===== src/rtl/uart_frame_deframer_fifo_macros.svh =====
// ---------------------------------------------------------------------------
// uart_frame_deframer_fifo_macros.svh
// Assertion macros shared by the frame deframer RTL. They expand to nothing
// when SYNTHESIS is defined.
// ---------------------------------------------------------------------------
`ifndef UART_FRAME_DEFRAMER_FIFO_MACROS_SVH
`define UART_FRAME_DEFRAMER_FIFO_MACROS_SVH

`ifndef SYNTHESIS

// The condition holds at every clock edge outside reset.
`define UFDF_ASSERT_HOLDS(label, clk, rst, cond) \
   label: assert property (@(posedge clk) disable iff (rst) (cond)) \
      else $error("ufdf: invariant violated");

// The consequent holds in the same cycle as the antecedent.
`define UFDF_ASSERT_IMPLIES(label, clk, rst, ante, cons) \
   label: assert property (@(posedge clk) disable iff (rst) (ante) |-> (cons)) \
      else $error("ufdf: implication violated");

// The consequent holds in the cycle after the antecedent.
`define UFDF_ASSERT_NEXT(label, clk, rst, ante, cons) \
   label: assert property (@(posedge clk) disable iff (rst) (ante) |=> (cons)) \
      else $error("ufdf: next-cycle implication violated");

`else

`define UFDF_ASSERT_HOLDS(label, clk, rst, cond)
`define UFDF_ASSERT_IMPLIES(label, clk, rst, ante, cons)
`define UFDF_ASSERT_NEXT(label, clk, rst, ante, cons)

`endif

`endif


===== src/rtl/ufdf_pkg.sv =====
// ---------------------------------------------------------------------------
// ufdf_pkg
// Types and constants of the frame deframer with receive FIFO.
// ---------------------------------------------------------------------------
package ufdf_pkg;

   localparam int unsigned BYTE_W      = 8;
   localparam int unsigned LEN_W       = 16;
   localparam int unsigned LEVEL_OUT_W = 8;
   localparam int unsigned CSR_INDEX_W = 3;
   localparam int unsigned CSR_DATA_W  = 32;
   localparam int unsigned REQ_TDATA_W = 8;
   localparam int unsigned REQ_TUSER_W = 1;
   localparam int unsigned RSP_TDATA_W = 24;

   localparam logic [LEN_W-1:0] LEN_SAT = {LEN_W{1'b1}};

   typedef enum logic [CSR_INDEX_W-1:0] {
      CSR_START_ENABLE  = 3'd0,
      CSR_START_PATTERN = 3'd1,
      CSR_LENGTH_ENABLE = 3'd2,
      CSR_LENGTH_LE     = 3'd3,
      CSR_LENGTH_MAX    = 3'd4,
      CSR_LENGTH_MIN    = 3'd5,
      CSR_END_ENABLE    = 3'd6,
      CSR_END_BYTE      = 3'd7
   } csr_index_type;

   typedef enum logic {
      OP_RECEIVE = 1'b0,
      OP_POP     = 1'b1
   } op_type;

   // Result flags of one transaction, carried down the result pipeline.
   typedef struct packed {
      logic                   frame_done;
      logic                   frame_dropped;
      logic                   read_valid;
      logic                   locked;
      logic [LEVEL_OUT_W-1:0] fifo_level;
   } step_flags_type;

endpackage


===== src/rtl/ufdf_ram.sv =====
// ---------------------------------------------------------------------------
// ufdf_ram
// Generic single-write, single-read RAM with a registered read port.
// ---------------------------------------------------------------------------
module ufdf_ram #(
   parameter int unsigned WIDTH = 8,
   parameter int unsigned DEPTH = 128
) (
   input  logic                     clock,
   input  logic                     wr_en,
   input  logic [$clog2(DEPTH)-1:0] wr_addr,
   input  logic [WIDTH-1:0]         wr_data,
   input  logic                     rd_en,
   input  logic [$clog2(DEPTH)-1:0] rd_addr,
   output logic [WIDTH-1:0]         rd_data
);

   logic [WIDTH-1:0] mem_ff [DEPTH];
   logic [WIDTH-1:0] rd_data_ff;

   always_ff @(posedge clock) begin
      if (wr_en) begin
         mem_ff[wr_addr] <= wr_data;
      end
      if (rd_en) begin
         rd_data_ff <= mem_ff[rd_addr];
      end
   end

   assign rd_data = rd_data_ff;

endmodule


===== src/rtl/uart_frame_deframer_fifo.sv =====
// ---------------------------------------------------------------------------
// uart_frame_deframer_fifo
// Frame deframer for a byte stream with a commit/rollback receive FIFO.
// ---------------------------------------------------------------------------
// Each request transaction either delivers one received line byte or pops
// one byte from the FIFO, and every request yields exactly one response.
// The block takes one request per cycle unless stalled; each response passes
// the read stage, where the FIFO storage has a registered read port, and
// then a response register of its own. All frame parsing, the push, the
// rollback of an unfinished frame and the overflow lock are resolved in
// the cycle the request is taken. Requests keep flowing while a response
// waits, until both the read stage and the response register are occupied.
// The FIFO storage needs no clearing after reset.
// ---------------------------------------------------------------------------
`include "uart_frame_deframer_fifo_macros.svh"

module uart_frame_deframer_fifo #(
   parameter int unsigned FIFO_DEPTH = 128,
   parameter int unsigned START_LEN  = 2
) (
   input  logic                                  clock,
   input  logic                                  reset,
   // Request channel.
   input  logic                                  req_tvalid,
   output logic                                  req_tready,
   // tdata: rx_byte[7:0]
   input  logic [ufdf_pkg::REQ_TDATA_W-1:0]      req_tdata,
   // tuser: op[0]
   input  logic [ufdf_pkg::REQ_TUSER_W-1:0]      req_tuser,
   // Response channel.
   output logic                                  rsp_tvalid,
   input  logic                                  rsp_tready,
   // tdata: frame_done[0], frame_dropped[1], read_valid[2], read_data[10:3],
   //        locked[11], fifo_level[19:12], zero fill[23:20]
   output logic [ufdf_pkg::RSP_TDATA_W-1:0]      rsp_tdata,
   // Configuration write port.
   input  logic                                  csr_we,
   input  logic [ufdf_pkg::CSR_INDEX_W-1:0]      csr_index,
   input  logic [ufdf_pkg::CSR_DATA_W-1:0]       csr_wdata
);

   import ufdf_pkg::*;

   localparam int unsigned PTR_W  = $clog2(FIFO_DEPTH);
   localparam int unsigned LVL_W  = $clog2(FIFO_DEPTH + 1);
   localparam int unsigned SIDX_W = $clog2(START_LEN + 1);

   typedef enum logic [1:0] {
      PH_START,
      PH_LEN,
      PH_END
   } phase_type;

   // Configuration registers.
   logic              start_en_ff;
   logic [31:0]       start_pattern_ff;
   logic              length_en_ff;
   logic              length_le_ff;
   logic [LEN_W-1:0]  length_max_ff;
   logic [LEN_W-1:0]  length_min_ff;
   logic              end_en_ff;
   logic [BYTE_W-1:0] end_byte_ff;

   // Frame and FIFO state.
   logic [PTR_W-1:0]  head_ff,          head_in;
   logic [PTR_W-1:0]  tail_ff,          tail_in;
   logic [LVL_W-1:0]  level_ff,         level_in;
   logic [LVL_W-1:0]  uncommitted_ff,   uncommitted_in;
   phase_type         phase_ff,         phase_in;
   logic [SIDX_W-1:0] start_idx_ff,     start_idx_in;
   logic              len_second_ff,    len_second_in;
   logic [BYTE_W-1:0] length_first_ff,  length_first_in;
   logic [LEN_W-1:0]  frame_length_ff,  frame_length_in;
   logic [LEN_W-1:0]  payload_count_ff, payload_count_in;
   logic              lock_ff,          lock_in;

   // Result pipeline: read stage, then response register.
   logic              s1_vld_ff,  s1_vld_in;
   step_flags_type    s1_flags_ff;
   step_flags_type    step_flags;
   logic              out_vld_ff, out_vld_in;
   step_flags_type    out_flags_ff;
   logic [BYTE_W-1:0] out_data_ff;

   logic              accept;
   logic              s1_go;
   op_type            req_op;
   logic [BYTE_W-1:0] rx_byte;

   logic              push;
   logic              rollback;
   logic              commit;
   logic              lock_set;
   logic              room;
   logic              go_len;
   logic              go_end;
   logic              close;
   logic [SIDX_W-1:0] sidx;
   logic [SIDX_W-1:0] sidx_next;
   logic [1:0]        sel;
   logic [BYTE_W-1:0] want;
   logic [LEN_W-1:0]  len_value;
   logic [LEN_W-1:0]  pc_next;
   logic [PTR_W-1:0]  tail_push;
   logic [LVL_W-1:0]  level_push;
   logic [LVL_W-1:0]  unc_push;
   logic [LVL_W-1:0]  roll_n;
   logic [LVL_W-1:0]  tail_ext;
   logic [LVL_W-1:0]  level_dec;
   logic [BYTE_W-1:0] ram_rd_data;

   assign req_op  = op_type'(req_tuser[0]);
   assign rx_byte = req_tdata[BYTE_W-1:0];

   assign s1_go      = !out_vld_ff || rsp_tready;
   assign req_tready = !s1_vld_ff || s1_go;
   assign accept     = req_tvalid && req_tready;

   // -----------------------------------------------------------------------
   // Step logic: one request against the current frame and FIFO state.
   // -----------------------------------------------------------------------
   always_comb begin
      head_in          = head_ff;
      tail_in          = tail_ff;
      level_in         = level_ff;
      uncommitted_in   = uncommitted_ff;
      phase_in         = phase_ff;
      start_idx_in     = start_idx_ff;
      len_second_in    = len_second_ff;
      length_first_in  = length_first_ff;
      frame_length_in  = frame_length_ff;
      payload_count_in = payload_count_ff;
      lock_in          = lock_ff;

      step_flags = '0;
      push       = 1'b0;
      rollback   = 1'b0;
      commit     = 1'b0;
      lock_set   = 1'b0;
      go_len     = 1'b0;
      go_end     = 1'b0;
      close      = 1'b0;
      room       = (level_ff < LVL_W'(FIFO_DEPTH));
      sidx       = (start_idx_ff < SIDX_W'(START_LEN)) ? start_idx_ff : '0;
      sidx_next  = sidx + SIDX_W'(1);
      sel        = 2'(sidx);
      want       = start_pattern_ff[{sel, 3'b000} +: BYTE_W];
      len_value  = length_le_ff ? {rx_byte, length_first_ff} : {length_first_ff, rx_byte};
      pc_next    = (payload_count_ff != LEN_SAT) ? payload_count_ff + LEN_W'(1)
                                                 : payload_count_ff;
      level_dec  = level_ff - LVL_W'(1);
      tail_push  = '0;
      level_push = '0;
      unc_push   = '0;
      roll_n     = '0;
      tail_ext   = '0;

      if (accept && (req_op == OP_POP)) begin
         if (level_ff != '0) begin
            step_flags.read_valid = 1'b1;
            head_in  = (head_ff == PTR_W'(FIFO_DEPTH - 1)) ? '0 : head_ff + PTR_W'(1);
            level_in = level_dec;
            if (uncommitted_ff > level_dec) begin
               uncommitted_in = level_dec;
            end
         end
         // While locked, any pop releases the overflow lock and restarts framing.
         if (lock_ff) begin
            phase_in         = PH_START;
            start_idx_in     = '0;
            len_second_in    = 1'b0;
            frame_length_in  = '0;
            payload_count_in = '0;
            uncommitted_in   = '0;
            lock_in          = 1'b0;
         end
      end else if (accept && !lock_ff) begin
         case (phase_ff)
            PH_LEN: begin
               go_len = 1'b1;
            end
            PH_END: begin
               go_end = 1'b1;
            end
            default: begin
               phase_in = PH_START;
               if (!start_en_ff) begin
                  phase_in = PH_LEN;
                  go_len   = 1'b1;
               end else if (want == rx_byte) begin
                  if (!room) begin
                     lock_set = 1'b1;
                  end else begin
                     push = 1'b1;
                     if (sidx_next >= SIDX_W'(START_LEN)) begin
                        start_idx_in = '0;
                        phase_in     = PH_LEN;
                     end else begin
                        start_idx_in = sidx_next;
                     end
                  end
               end else begin
                  // The mismatching byte is dropped, not retried as a start.
                  rollback                 = 1'b1;
                  start_idx_in             = '0;
                  step_flags.frame_dropped = 1'b1;
               end
            end
         endcase

         if (go_len) begin
            if (!length_en_ff) begin
               phase_in = PH_END;
               go_end   = 1'b1;
            end else begin
               if (!len_second_ff) begin
                  length_first_in = rx_byte;
               end
               if (!room) begin
                  lock_set = 1'b1;
               end else begin
                  push = 1'b1;
                  if (len_second_ff) begin
                     len_second_in = 1'b0;
                     if ((len_value > length_max_ff) || (len_value < length_min_ff)) begin
                        rollback                 = 1'b1;
                        phase_in                 = PH_START;
                        frame_length_in          = '0;
                        step_flags.frame_dropped = 1'b1;
                     end else begin
                        frame_length_in = len_value;
                        phase_in        = PH_END;
                     end
                  end else begin
                     len_second_in = 1'b1;
                  end
               end
            end
         end

         if (go_end) begin
            if (!end_en_ff && (frame_length_ff == '0)) begin
               // No count and no end byte: this byte closes the frame unstored.
               commit = 1'b1;
            end else if (!room) begin
               lock_set = 1'b1;
            end else begin
               push = 1'b1;
               if (frame_length_ff == '0) begin
                  close = (rx_byte == end_byte_ff);
               end else begin
                  payload_count_in = pc_next;
                  if (!end_en_ff) begin
                     close = (pc_next == frame_length_ff);
                  end else begin
                     close = (pc_next >= frame_length_ff) && (rx_byte == end_byte_ff);
                  end
               end
               if (close) begin
                  commit = 1'b1;
               end
            end
         end

         if (commit) begin
            phase_in              = PH_START;
            frame_length_in       = '0;
            payload_count_in      = '0;
            step_flags.frame_done = 1'b1;
         end

         if (lock_set) begin
            rollback         = 1'b1;
            phase_in         = PH_START;
            start_idx_in     = '0;
            len_second_in    = 1'b0;
            frame_length_in  = '0;
            payload_count_in = '0;
            lock_in          = 1'b1;
         end

         // Push first, then roll the frame back, commit it, or keep it open.
         tail_push  = push ? ((tail_ff == PTR_W'(FIFO_DEPTH - 1)) ? '0 : tail_ff + PTR_W'(1))
                           : tail_ff;
         level_push = level_ff + LVL_W'(push);
         unc_push   = uncommitted_ff + LVL_W'(push);
         roll_n     = (unc_push < level_push) ? unc_push : level_push;
         tail_ext   = LVL_W'(tail_push);

         if (rollback) begin
            tail_in        = (tail_ext >= roll_n)
                           ? PTR_W'(tail_ext - roll_n)
                           : PTR_W'(tail_ext + LVL_W'(FIFO_DEPTH) - roll_n);
            level_in       = level_push - roll_n;
            uncommitted_in = '0;
         end else begin
            tail_in        = tail_push;
            level_in       = level_push;
            uncommitted_in = commit ? '0 : unc_push;
         end
      end

      step_flags.locked     = lock_in;
      step_flags.fifo_level = LEVEL_OUT_W'(level_in);
   end

   // -----------------------------------------------------------------------
   // FIFO storage.
   // -----------------------------------------------------------------------
   ufdf_ram #(
      .WIDTH (BYTE_W),
      .DEPTH (FIFO_DEPTH)
   ) u_fifo_ram (
      .clock   (clock),
      .wr_en   (push),
      .wr_addr (tail_ff),
      .wr_data (rx_byte),
      .rd_en   (accept),
      .rd_addr (head_ff),
      .rd_data (ram_rd_data)
   );

   always_comb begin
      s1_vld_in = s1_vld_ff;
      if (accept) begin
         s1_vld_in = 1'b1;
      end else if (s1_go) begin
         s1_vld_in = 1'b0;
      end

      out_vld_in = out_vld_ff;
      if (s1_vld_ff && s1_go) begin
         out_vld_in = 1'b1;
      end else if (rsp_tready) begin
         out_vld_in = 1'b0;
      end
   end

   // -----------------------------------------------------------------------
   // Registers.
   // -----------------------------------------------------------------------
   always_ff @(posedge clock) begin
      if (reset) begin
         start_en_ff      <= 1'b0;
         start_pattern_ff <= '0;
         length_en_ff     <= 1'b0;
         length_le_ff     <= 1'b0;
         length_max_ff    <= LEN_SAT;
         length_min_ff    <= '0;
         end_en_ff        <= 1'b0;
         end_byte_ff      <= '0;
         head_ff          <= '0;
         tail_ff          <= '0;
         level_ff         <= '0;
         uncommitted_ff   <= '0;
         phase_ff         <= PH_START;
         start_idx_ff     <= '0;
         len_second_ff    <= 1'b0;
         length_first_ff  <= '0;
         frame_length_ff  <= '0;
         payload_count_ff <= '0;
         lock_ff          <= 1'b0;
         s1_vld_ff        <= 1'b0;
         out_vld_ff       <= 1'b0;
      end else begin
         if (csr_we) begin
            case (csr_index_type'(csr_index))
               CSR_START_ENABLE:  start_en_ff      <= csr_wdata[0];
               CSR_START_PATTERN: start_pattern_ff <= csr_wdata[31:0];
               CSR_LENGTH_ENABLE: length_en_ff     <= csr_wdata[0];
               CSR_LENGTH_LE:     length_le_ff     <= csr_wdata[0];
               CSR_LENGTH_MAX:    length_max_ff    <= csr_wdata[LEN_W-1:0];
               CSR_LENGTH_MIN:    length_min_ff    <= csr_wdata[LEN_W-1:0];
               CSR_END_ENABLE:    end_en_ff        <= csr_wdata[0];
               CSR_END_BYTE:      end_byte_ff      <= csr_wdata[BYTE_W-1:0];
               default: begin
               end
            endcase
         end

         head_ff          <= head_in;
         tail_ff          <= tail_in;
         level_ff         <= level_in;
         uncommitted_ff   <= uncommitted_in;
         phase_ff         <= phase_in;
         start_idx_ff     <= start_idx_in;
         len_second_ff    <= len_second_in;
         length_first_ff  <= length_first_in;
         frame_length_ff  <= frame_length_in;
         payload_count_ff <= payload_count_in;
         lock_ff          <= lock_in;
         s1_vld_ff        <= s1_vld_in;
         out_vld_ff       <= out_vld_in;

         if (accept) begin
            s1_flags_ff <= step_flags;
         end
         if (s1_vld_ff && s1_go) begin
            out_flags_ff <= s1_flags_ff;
            out_data_ff  <= s1_flags_ff.read_valid ? ram_rd_data : '0;
         end
      end
   end

   assign rsp_tvalid = out_vld_ff;
   assign rsp_tdata  = {4'b0000,
                        out_flags_ff.fifo_level,
                        out_flags_ff.locked,
                        out_data_ff,
                        out_flags_ff.read_valid,
                        out_flags_ff.frame_dropped,
                        out_flags_ff.frame_done};

   // -----------------------------------------------------------------------
   // Assertions.
   // -----------------------------------------------------------------------
   `UFDF_ASSERT_HOLDS(a_level_bound, clock, reset, level_ff <= LVL_W'(FIFO_DEPTH))
   `UFDF_ASSERT_HOLDS(a_unc_within_level, clock, reset, uncommitted_ff <= level_ff)
   `UFDF_ASSERT_IMPLIES(a_lock_idle_frame, clock, reset, lock_ff,
      (uncommitted_ff == '0) && (phase_ff == PH_START))
   `UFDF_ASSERT_IMPLIES(a_full_pipe_stalls, clock, reset,
      s1_vld_ff && out_vld_ff && !rsp_tready, !req_tready)
   `UFDF_ASSERT_NEXT(a_accept_fills_s1, clock, reset, accept, s1_vld_ff)

endmodule

===== config.mk =====
export PLATFORM = sky130hd
export DESIGN_NAME = uart_frame_deframer_fifo
export DESIGN_NICKNAME = d
export VERILOG_FILES = /design/src/rtl/ufdf_pkg.sv /design/src/rtl/ufdf_ram.sv /design/src/rtl/uart_frame_deframer_fifo.sv
export VERILOG_INCLUDE_DIRS = /design/src /design/src/rtl
export SDC_FILE = /design/constraint.sdc
export NUM_CORES = 2
export LEC_CHECK = 0
export ABC_AREA = 1
export BUFFER_PORTS_ARGS = -buffer_cell sky130_fd_sc_hd__buf_4
export CAP_MARGIN = 20
export CELL_PAD_IN_SITES_DETAIL_PLACEMENT = 0
export CELL_PAD_IN_SITES_GLOBAL_PLACEMENT = 1
export CORE_UTILIZATION = 46
export DETAILED_ROUTE_END_ITERATION = 7
export PLACE_DENSITY = 0.85
export SETUP_SLACK_MARGIN = 0.05
export SLEW_MARGIN = 25
export SYNTH_ARGS = -nofsm -noshare
export SYNTH_HDL_FRONTEND = slang
export SYNTH_SLANG_ARGS = --single-unit

===== constraint.sdc =====
create_clock -name clock -period 4.91 [get_ports clock]
set_input_delay 0.7365 -clock clock [delete_from_list [all_inputs] [get_ports clock]]
set_output_delay 0.7365 -clock clock [all_outputs]
set_load 0.005 [all_outputs]

# After elaboration in Yosys (flattened, before gate mapping)
# Memory sizes are Yosys's and may differ from the RTL's. A register that Yosys moved wholly into a read port is not among the register bits.
# Cells that the tools add are included.
[totals] reg_bits=186 ramBits=1024 in_bits=49 n_memories=1
[classes] n_addsub=11 n_lt_le_gt_ge=9 n_eq_ne=22 shifts=1 muxes=139 n_bitwise=4 n_reduce_logical=49
[memory_table] name="u_fifo_ram.mem_ff" depth=128 word_bits=8 read_ports=1 rd_clocked_by_memory_dff=1 write_ports=1 line_no="ufdf_ram.sv:18" rtl="logic [WIDTH-1:0] mem_ff [DEPTH];"
[op_table] cell="$mux 16" n=20
[op_table] cell="$mux 8" n=12
[op_table] cell="$mux 1" n=81
[op_table] cell="$mux 2" n=20
[op_table] cell="$mux 7" n=5
[op_table] cell="$shiftx 32x6->8" n=1
[op_table] cell="$reduce_and 2->1" n=13
[op_table] cell="$add 7x1->7 const B" n=3
[op_table] cell="$reduce_bool 4->1" n=5
[op_table] cell="$add 16x1->16 const B" n=1
[op_table] cell="$add 8x1->8" n=2
[op_table] cell="$eq 16x16->1" n=1
[op_table] cell="$eq 8x8->1" n=2
[op_table] cell="$ge 16x16->1" n=1
[op_table] cell="$gt 16x16->1" n=1
[op_table] cell="$logic_not 16->1" n=1
[op_table] cell="$lt 16x16->1" n=1
[op_table] cell="$ne 16x16->1 const B" n=1
[op_table] cell="$reduce_and 5->1" n=3
[op_table] cell="$eq 7x7->1 const B" n=2
[op_table] cell="$sub 7x7->7" n=2
[op_table] cell="$eq 3x3->1 const B" n=4
[op_table] cell="$reduce_and 6->1" n=2
[op_table] cell="$reduce_bool 3->1" n=4
[op_table] cell="other kinds (28)" n=47

# Logic depth before layout (Yosys ltp)
[logic_depth] depth_word=23 ltp_mapped=40 depth_no_buf=39

# Modules after synthesis
# A second synthesis with hierarchy kept.
[hier_totals] hier_cells=5000 hier_area_um2=52917.0
[modules_own_cells] module="ufdf_ram" instances=1 cells_each=3570 area_each_um2=42384.4
[modules_own_cells] module="uart_frame_deframer_fifo" instances=1 cells_each=1430 area_each_um2=10532.6

# Least setup slack after synthesis
# No wires, ideal clock.
[synth_path] path_kind="input-to-reg" startpoint="input req_tdata[0] (netlist bit)" endpoint="register tail_ff[6]" setup_ps=64 arrival_ps=5069 required_time_ps=4846 path_slack_ps=-223 stages=33 path_buffers=2 cell_sequence="inv_1 -> xor2_1 -> nand2_1 -> nor3_1 -> and2_4 -> nand2_4 -> nand2_4 -> nand2_2 -> buf_6 -> inv_2 -> ha_1 -> nand3_1 -> nor3b_1 -> nand2_1 -> xnor2_1 -> ha_1 -> inv_1 -> nor2_1 -> nand2_2 -> nand2_2 -> clkbuf_1 -> o21ai_0 -> fa_1 -> nand3_1 -> nand2_1 -> nand2_1 -> nand2_1 -> a21oi_1 -> xnor2_1 -> nand2_1 -> o21ai_0 -> a21oi_1 -> nor2_1"
[synth_via] elab_chain_cells=18 word_cells_on_any_way=49 classes_between="add/sub (5); order compare (4); eq/ne (1); mux (38); reduce/logical (1)"
[synth_rtl] item="start: declaration" line_no="uart_frame_deframer_fifo.sv:27" rtl="input logic [ufdf_pkg::REQ_TDATA_W-1:0] req_tdata,"
[synth_rtl] item="$eq 8x8->1" line_no="uart_frame_deframer_fifo.sv:190" rtl="end else if (want == rx_byte) begin"
[synth_rtl] item="$mux 1" line_no="uart_frame_deframer_fifo.sv:190"
[synth_rtl] item="$mux 1" line_no="uart_frame_deframer_fifo.sv:187" rtl="if (!start_en_ff) begin"
[synth_rtl] item="$mux 1" line_no="uart_frame_deframer_fifo.sv:178" rtl="case (phase_ff)"
[synth_rtl] item="$mux 1" line_no="uart_frame_deframer_fifo.sv:219" rtl="if (!room) begin"
[synth_rtl] item="$mux 1" line_no="uart_frame_deframer_fifo.sv:212" rtl="if (!length_en_ff) begin"
[synth_rtl] item="$mux 1" line_no="uart_frame_deframer_fifo.sv:211" rtl="if (go_len) begin"
[synth_rtl] item="$mux 1" line_no="uart_frame_deframer_fifo.sv:245" rtl="end else if (!room) begin"
[synth_rtl] item="[... 2 more ...]"
[synth_rtl] item="$mux 1" line_no="uart_frame_deframer_fifo.sv:177" rtl="end else if (accept && !lock_ff) begin"
[synth_rtl] item="$mux 1" line_no="uart_frame_deframer_fifo.sv:158" rtl="if (accept && (req_op == OP_POP)) begin"
[synth_rtl] item="$add 8x1->8, on equally long branches" line_no="uart_frame_deframer_fifo.sv:286, uart_frame_deframer_fifo.sv:285"
[synth_rtl] item="$lt 8x8->1" line_no="uart_frame_deframer_fifo.sv:287" rtl="roll_n = (unc_push < level_push) ? unc_push : level_push;"
[synth_rtl] item="$mux 8" line_no="uart_frame_deframer_fifo.sv:287"
[synth_rtl] item="$sub 7x7->7, or another cell as far along" line_no="uart_frame_deframer_fifo.sv:293" rtl=": PTR_W'(tail_ext + LVL_W'(FIFO_DEPTH) - roll_n);"
[synth_rtl] item="$mux 7" line_no="uart_frame_deframer_fifo.sv:292" rtl="? PTR_W'(tail_ext - roll_n)"
[synth_rtl] item="$mux 7 (*)" line_no="uart_frame_deframer_fifo.sv:290" rtl="if (rollback) begin"
[synth_rtl] item="end signal: assignment" line_no="uart_frame_deframer_fifo.sv:382" rtl="tail_ff <= tail_in;"
[synth_rtl] item="end: declaration" line_no="uart_frame_deframer_fifo.sv:66" rtl="logic [PTR_W-1:0] tail_ff, tail_in;"
# Every way passes the cells marked *; elsewhere a longest branch is shown, timed or not. The select of a mux whose other input is x is not followed.
# A chain may end at the register's enable or synchronous reset.

# Final worst setup path
[layout_path] startpoint="register start_idx_ff[0]" endpoint="register tail_ff[6]"
[layout_via] elab_chain_cells=21 word_cells_on_any_way=48 classes_between="add/sub (5); order compare (3); eq/ne (1); shift (1); mux (38)"
[layout_rtl] item="start: declaration" line_no="uart_frame_deframer_fifo.sv:70" rtl="logic [SIDX_W-1:0] start_idx_ff, start_idx_in;"
[layout_rtl] item="start signal: assignment" line_no="uart_frame_deframer_fifo.sv:386" rtl="start_idx_ff <= start_idx_in;"
[layout_rtl] item="$lt 2x2->1" line_no="uart_frame_deframer_fifo.sv:144" rtl="sidx = (start_idx_ff < SIDX_W'(START_LEN)) ? start_idx_ff : '0;"
[layout_rtl] item="$mux 2 (*)" line_no="uart_frame_deframer_fifo.sv:144"
[layout_rtl] item="$shiftx 32x6->8 (*)" line_no="uart_frame_deframer_fifo.sv:147" rtl="want = start_pattern_ff[{sel, 3'b000} +: BYTE_W];"
[layout_rtl] item="$eq 8x8->1 (*)" line_no="uart_frame_deframer_fifo.sv:190"
[layout_rtl] item="$mux 1" line_no="uart_frame_deframer_fifo.sv:190"
[layout_rtl] item="$mux 1" line_no="uart_frame_deframer_fifo.sv:187"
[layout_rtl] item="$mux 1" line_no="uart_frame_deframer_fifo.sv:178"
[layout_rtl] item="$mux 1" line_no="uart_frame_deframer_fifo.sv:219"
[layout_rtl] item="[... 5 more ...]"
[layout_rtl] item="$mux 1" line_no="uart_frame_deframer_fifo.sv:177"
[layout_rtl] item="$mux 1" line_no="uart_frame_deframer_fifo.sv:158"
[layout_rtl] item="$add 8x1->8, on equally long branches" line_no="uart_frame_deframer_fifo.sv:286, uart_frame_deframer_fifo.sv:285"
[layout_rtl] item="$lt 8x8->1" line_no="uart_frame_deframer_fifo.sv:287"
[layout_rtl] item="$mux 8" line_no="uart_frame_deframer_fifo.sv:287"
[layout_rtl] item="$sub 7x7->7, or another cell as far along" line_no="uart_frame_deframer_fifo.sv:293"
[layout_rtl] item="$mux 7" line_no="uart_frame_deframer_fifo.sv:292"
[layout_rtl] item="$mux 7 (*)" line_no="uart_frame_deframer_fifo.sv:290"
# Marked as above.

==> impl_results.md <==
- Cts hold-fix bufs: 0
- Multi-input gate area: 14,600 sq um
- Seq pwr share: 40.3%
- R2R Path End: tail_ff[6]
- Global-route wire length before repair: 205,000 um
- FP Rows: 121
- Net Switching: about 9500 uW
- P_leak: 0.0197 uW
- Post-route minimum period: 4.63 ns
- Post-synth EDFFs: between 1,000 and 1,500
- Worst-path clk slew: 0.06 ns
- Storage cell area: 34,700 sq um
- Async SR Flop Fraction: 0%
- Area grow syn2layout: 13.4%
- Seq/Total Area, Yosys: around two thirds
- Hold Vio Cnt, Final: 0
- Adder-Cell Fraction of Synth Area: 2.02%
- Crit path launch: start_idx_ff[0]
- Number of setup violations in the final report: 0
- GRT Overall Usage: 24.1%
- Setup crit end: tail_ff[6]
- Mux share of post-synthesis cell area: 0.0197%
- Syn Inst Count: 4,449
- Cell internal pwr: 19,100 uW
- Buffers & Inverters on Critical Path: 4
- Status: completed
- Total gr overflow: 0
- Vias in the first global route: around 33,000
- Die height: between 300 and 400 um
- Synth Area in XOR/XNOR: less than 1%
- Crit path arrival time: 5.26 ns
- Peak VDD IR: 0.472 mV
- Slowest-stage cell, CP: fa_2
- CTS max path bufs: 3
- Comb power frac: 28.5%
- Final core utilization: between 50 and 60%
- Worst EP required: 5.55 ns
- Critical Path End Type: register
- Via count: 35,500
- GP Congestion: roughly 0.88
- Buffers on Ports: 54
- # H-tree levels: 3
- Clock Latency Late Sink: 0.73 ns
- Num CTS Buffers: ~120
- Clock skew: 0.0335 ns
- Largest family of logic cells by synthesized area: compound AO/OA/AOI/OAI gates
- Largest net degree at the start of global routing: 158
- Pin slew with the least headroom to its limit: ~1.1 ns
- TritonRoute pass-1 iters: 5
- Reg-to-reg slack, setup: 0.28 ns
- Post-synthesis compound-gate area fraction: 13.3%
- # DRC: 0
- Synth cell types: 63
- PwrDens: 496 nW/um^2
- Number of cells on the critical path: 34
- Initial antenna violation count: 2
- Period Utilization, post-route: 94.2%
- DRT iter0 DRCs: 4,206
- CP max stage delay: 0.41 ns
- Syn Area/Cell: 11.4 sq um
- Hold Crit Class: in -> reg
- Reg2Reg Launch Point: start_idx_ff[0]
- Reg2Reg Depth: 34
- Post-synth top area share: 62.7%
- Initial Util: 46.6%
- Crit-path most repeated cell: nand2_1
- Rel. slew slack: about 28%
- Switching portion of total power: 33.2%
- Synthesis Warnings: 0
- Share of cells above drive strength 1: 11.4%
- Worst min-delay path startpoint: csr_wdata[4]
- Diode count: 0
- Type of the worst setup path: reg -> reg
- Startpoint types: register
- Fmax: 0.216 GHz
- Synth Area in Simple Gates: between 10% and 20%
- NumNets Final: between 4,000 and 5,000
- Critical path's top delay family: simple AND/OR/NAND/NOR gates
- CORE AREA: 109,000 sq um
- Die ar.: 112,000 sq um
- Root Buffer Master: clkbuf_16
- TritonCTS clock tree: yes
- Post-route ant nets: 0
- Synth top area cells: edfxtp_1 63%, o21ai_0 6.3%, dfxtp_1 5.4%
- Clock Sinks: 1,201
- Clock network power share: 31.3%
- WL final: 137,000 um
- Final Max Slew Viols: 0
- Crit Path Max Fanout: 8
- Filler cell count: roughly 9,300
- Dpl ws: -0.251 ns
- Setup ws final: around 0.28 ns
- Routed length per instance: 22.5 um
- DP Wirelength: 83,400 um
- DR vias/cell: 5.82
- Register bit total from synthesis: 1,201
- RSZ-0062 raised after global routing: yes
- Die width: between 300 and 400 um
- Max-cap violations: 0
- Syn Std Cell Area: 50,900 sq um
- Area leader, netlist: edfxtp_1
- # IOs: 75
- Most common flop cell mapped by yosys: edfxtp_1
==> power groups by stage <==
stage          sequential, uW  combinational, uW  clock (uW)
3_5_place_dp            11700               7710           0
3_3_place_gp            11700               7610           0
4_1_cts                 11500               7740        9030
2_1_floorplan           11500               5100           0
5_1_grt                 11500               8960        9420
6_report                11500               8150        8950
==> stage by stage <==
stage | TNS [ns] | instances | power, uW | hold slack [ns] | area, sq um
after floorplan | 0 | 4452 | 16700 | 0.400 | 51000
after CTS | 0 | 6091 | 28300 | 0.252 | 57400
after global routing | -0.0840 | 6100 | 29900 | 0.289 | 57800
after global placement | -1.40 | 5873 | 19300 | 0.423 | 53500
after detailed placement | -1.37 | 5873 | 19400 | 0.409 | 53500
final | 0 | 6100 | 28600 | 0.299 | 57800
==> cell type report <==
type | instances | area share, %
timing repair buffer | 232 | 3.36
clock buffer | 144 | 5.43
clock inverter | 74 | 1.20
inverter | 214 | 1.43
sequential | 1201 | 60.1
tap | 1476 | 3.20
multi-input combinational | 2759 | 25.3
==> metal layers <==
metal / part of all wire [%] / global-route usage [%] / vias to the layer above
li1: - / - / 16300
met1: 42 / 34.8 / 17300
met2: 46 / 37.9 / 1621
met3: 8.5 / 3.31 / 227
met4: 2.8 / 7.15 / 2
met5: 0.0095 / 0 / -
==> worst min path at each step <==
| stage | end | cells after the start | slack, ns |
|---|---|---|---|
| global route | length_max_ff[13] | 3 | 0.29 |
| detailed placement | rsp_tdata[14] | 0 | 0.41 |
| floorplan | rsp_tdata[0] | 0 | 0.40 |
| global placement | rsp_tdata[14] | 0 | 0.42 |
| CTS | length_max_ff[12] | 3 | 0.25 |
| finish | length_max_ff[4] | 3 | 0.30 |
==> cell usage in the layout (no fill, tap or decap), drive strengths merged, types with 3 or more instances in the layout <==
| cell | instances |
|---|---|
| o21a | 4 |
| clkbuf | 145 |
| nor4 | 5 |
| o21ai | 651 |
| o22ai | 163 |
| nor3b | 3 |
| o31ai | 3 |
| nand3 | 142 |
| nor2 | 736 |
| ha | 79 |
| xor2 | 31 |
| nand4 | 47 |
| xnor2 | 11 |
| a22oi | 3 |
| edfxtp | 1064 |
| bufinv | 10 |
| inv | 212 |
| a31oi | 26 |
| o221ai | 91 |
| a221oi | 3 |
| nor3 | 53 |
| clkinvlp | 6 |
| dfxtp | 137 |
| conb | 4 |
| nand2 | 452 |
| a21oi | 166 |
| o211ai | 58 |
| clkinv | 60 |
| buf | 231 |
==> timing repair <==
action	in CTS	in global routing
setup buffers	0	8
resized for setup	8	64
endpoints found under the setup margin	5	16
pin swaps	1	35
gates cloned	0	1
==> worst reg2reg max path, delay by kind of cell, from the launching register on <==
| family | cells | cell delay, ns |
|---|---|---|
| flip-flops | 1 | 0.37 |
| buffers and inverters | 4 | 0.49 |
| AO/OA/AOI/OAI | 5 | 0.52 |
| AND/OR/NAND/NOR | 19 | 1.82 |
| adder cells (fa/ha/maj) | 3 | 0.91 |
| XOR/XNOR | 3 | 0.45 |
==> flip-flops by register name, summed over array words and instances, names as in the netlist, 2 cells and up <==
register / count
frame_length_ff: 16
head_ff: 7
u_fifo_ram.mem_ff: 1024
uncommitted_ff: 8
rsp_tdata: 12
length_min_ff: 16
phase_ff: 2
out_data_ff: 8
payload_count_ff: 16
end_byte_ff: 8
length_first_ff: 8
u_fifo_ram.rd_data: 8
start_pattern_ff: 16
length_max_ff: 16
level_ff: 8
tail_ff: 7
s1_flags_ff: 12
==> synthesized netlist by cell type, drive strengths merged (3+ instances only) <==
cell type,number
a21oi,166
a221oi,3
a22oi,3
a31oi,26
buf,55
clkbuf,223
clkinv,4
dfxtp,137
edfxtp,1064
ha,79
inv,210
nand2,452
nand3,142
nand4,47
nor2,736
nor3,53
nor3b,3
nor4,5
o211ai,58
o21a,4
o21ai,651
o221ai,91
o22ai,163
o31ai,3
xnor2,11
xor2,31
==> cells by family (layout without fill, tap and decap cells) <==
family	count (synthesis)	after routing
mux	1	1
other cells	1	4
compound gates	1183	1183
buf+inv	492	664
fa+ha+maj	81	81
xor+xnor	42	42
flops	1201	1201
simple gates	1448	1448
Note: power is estimated with default switching activity, not from simulation.
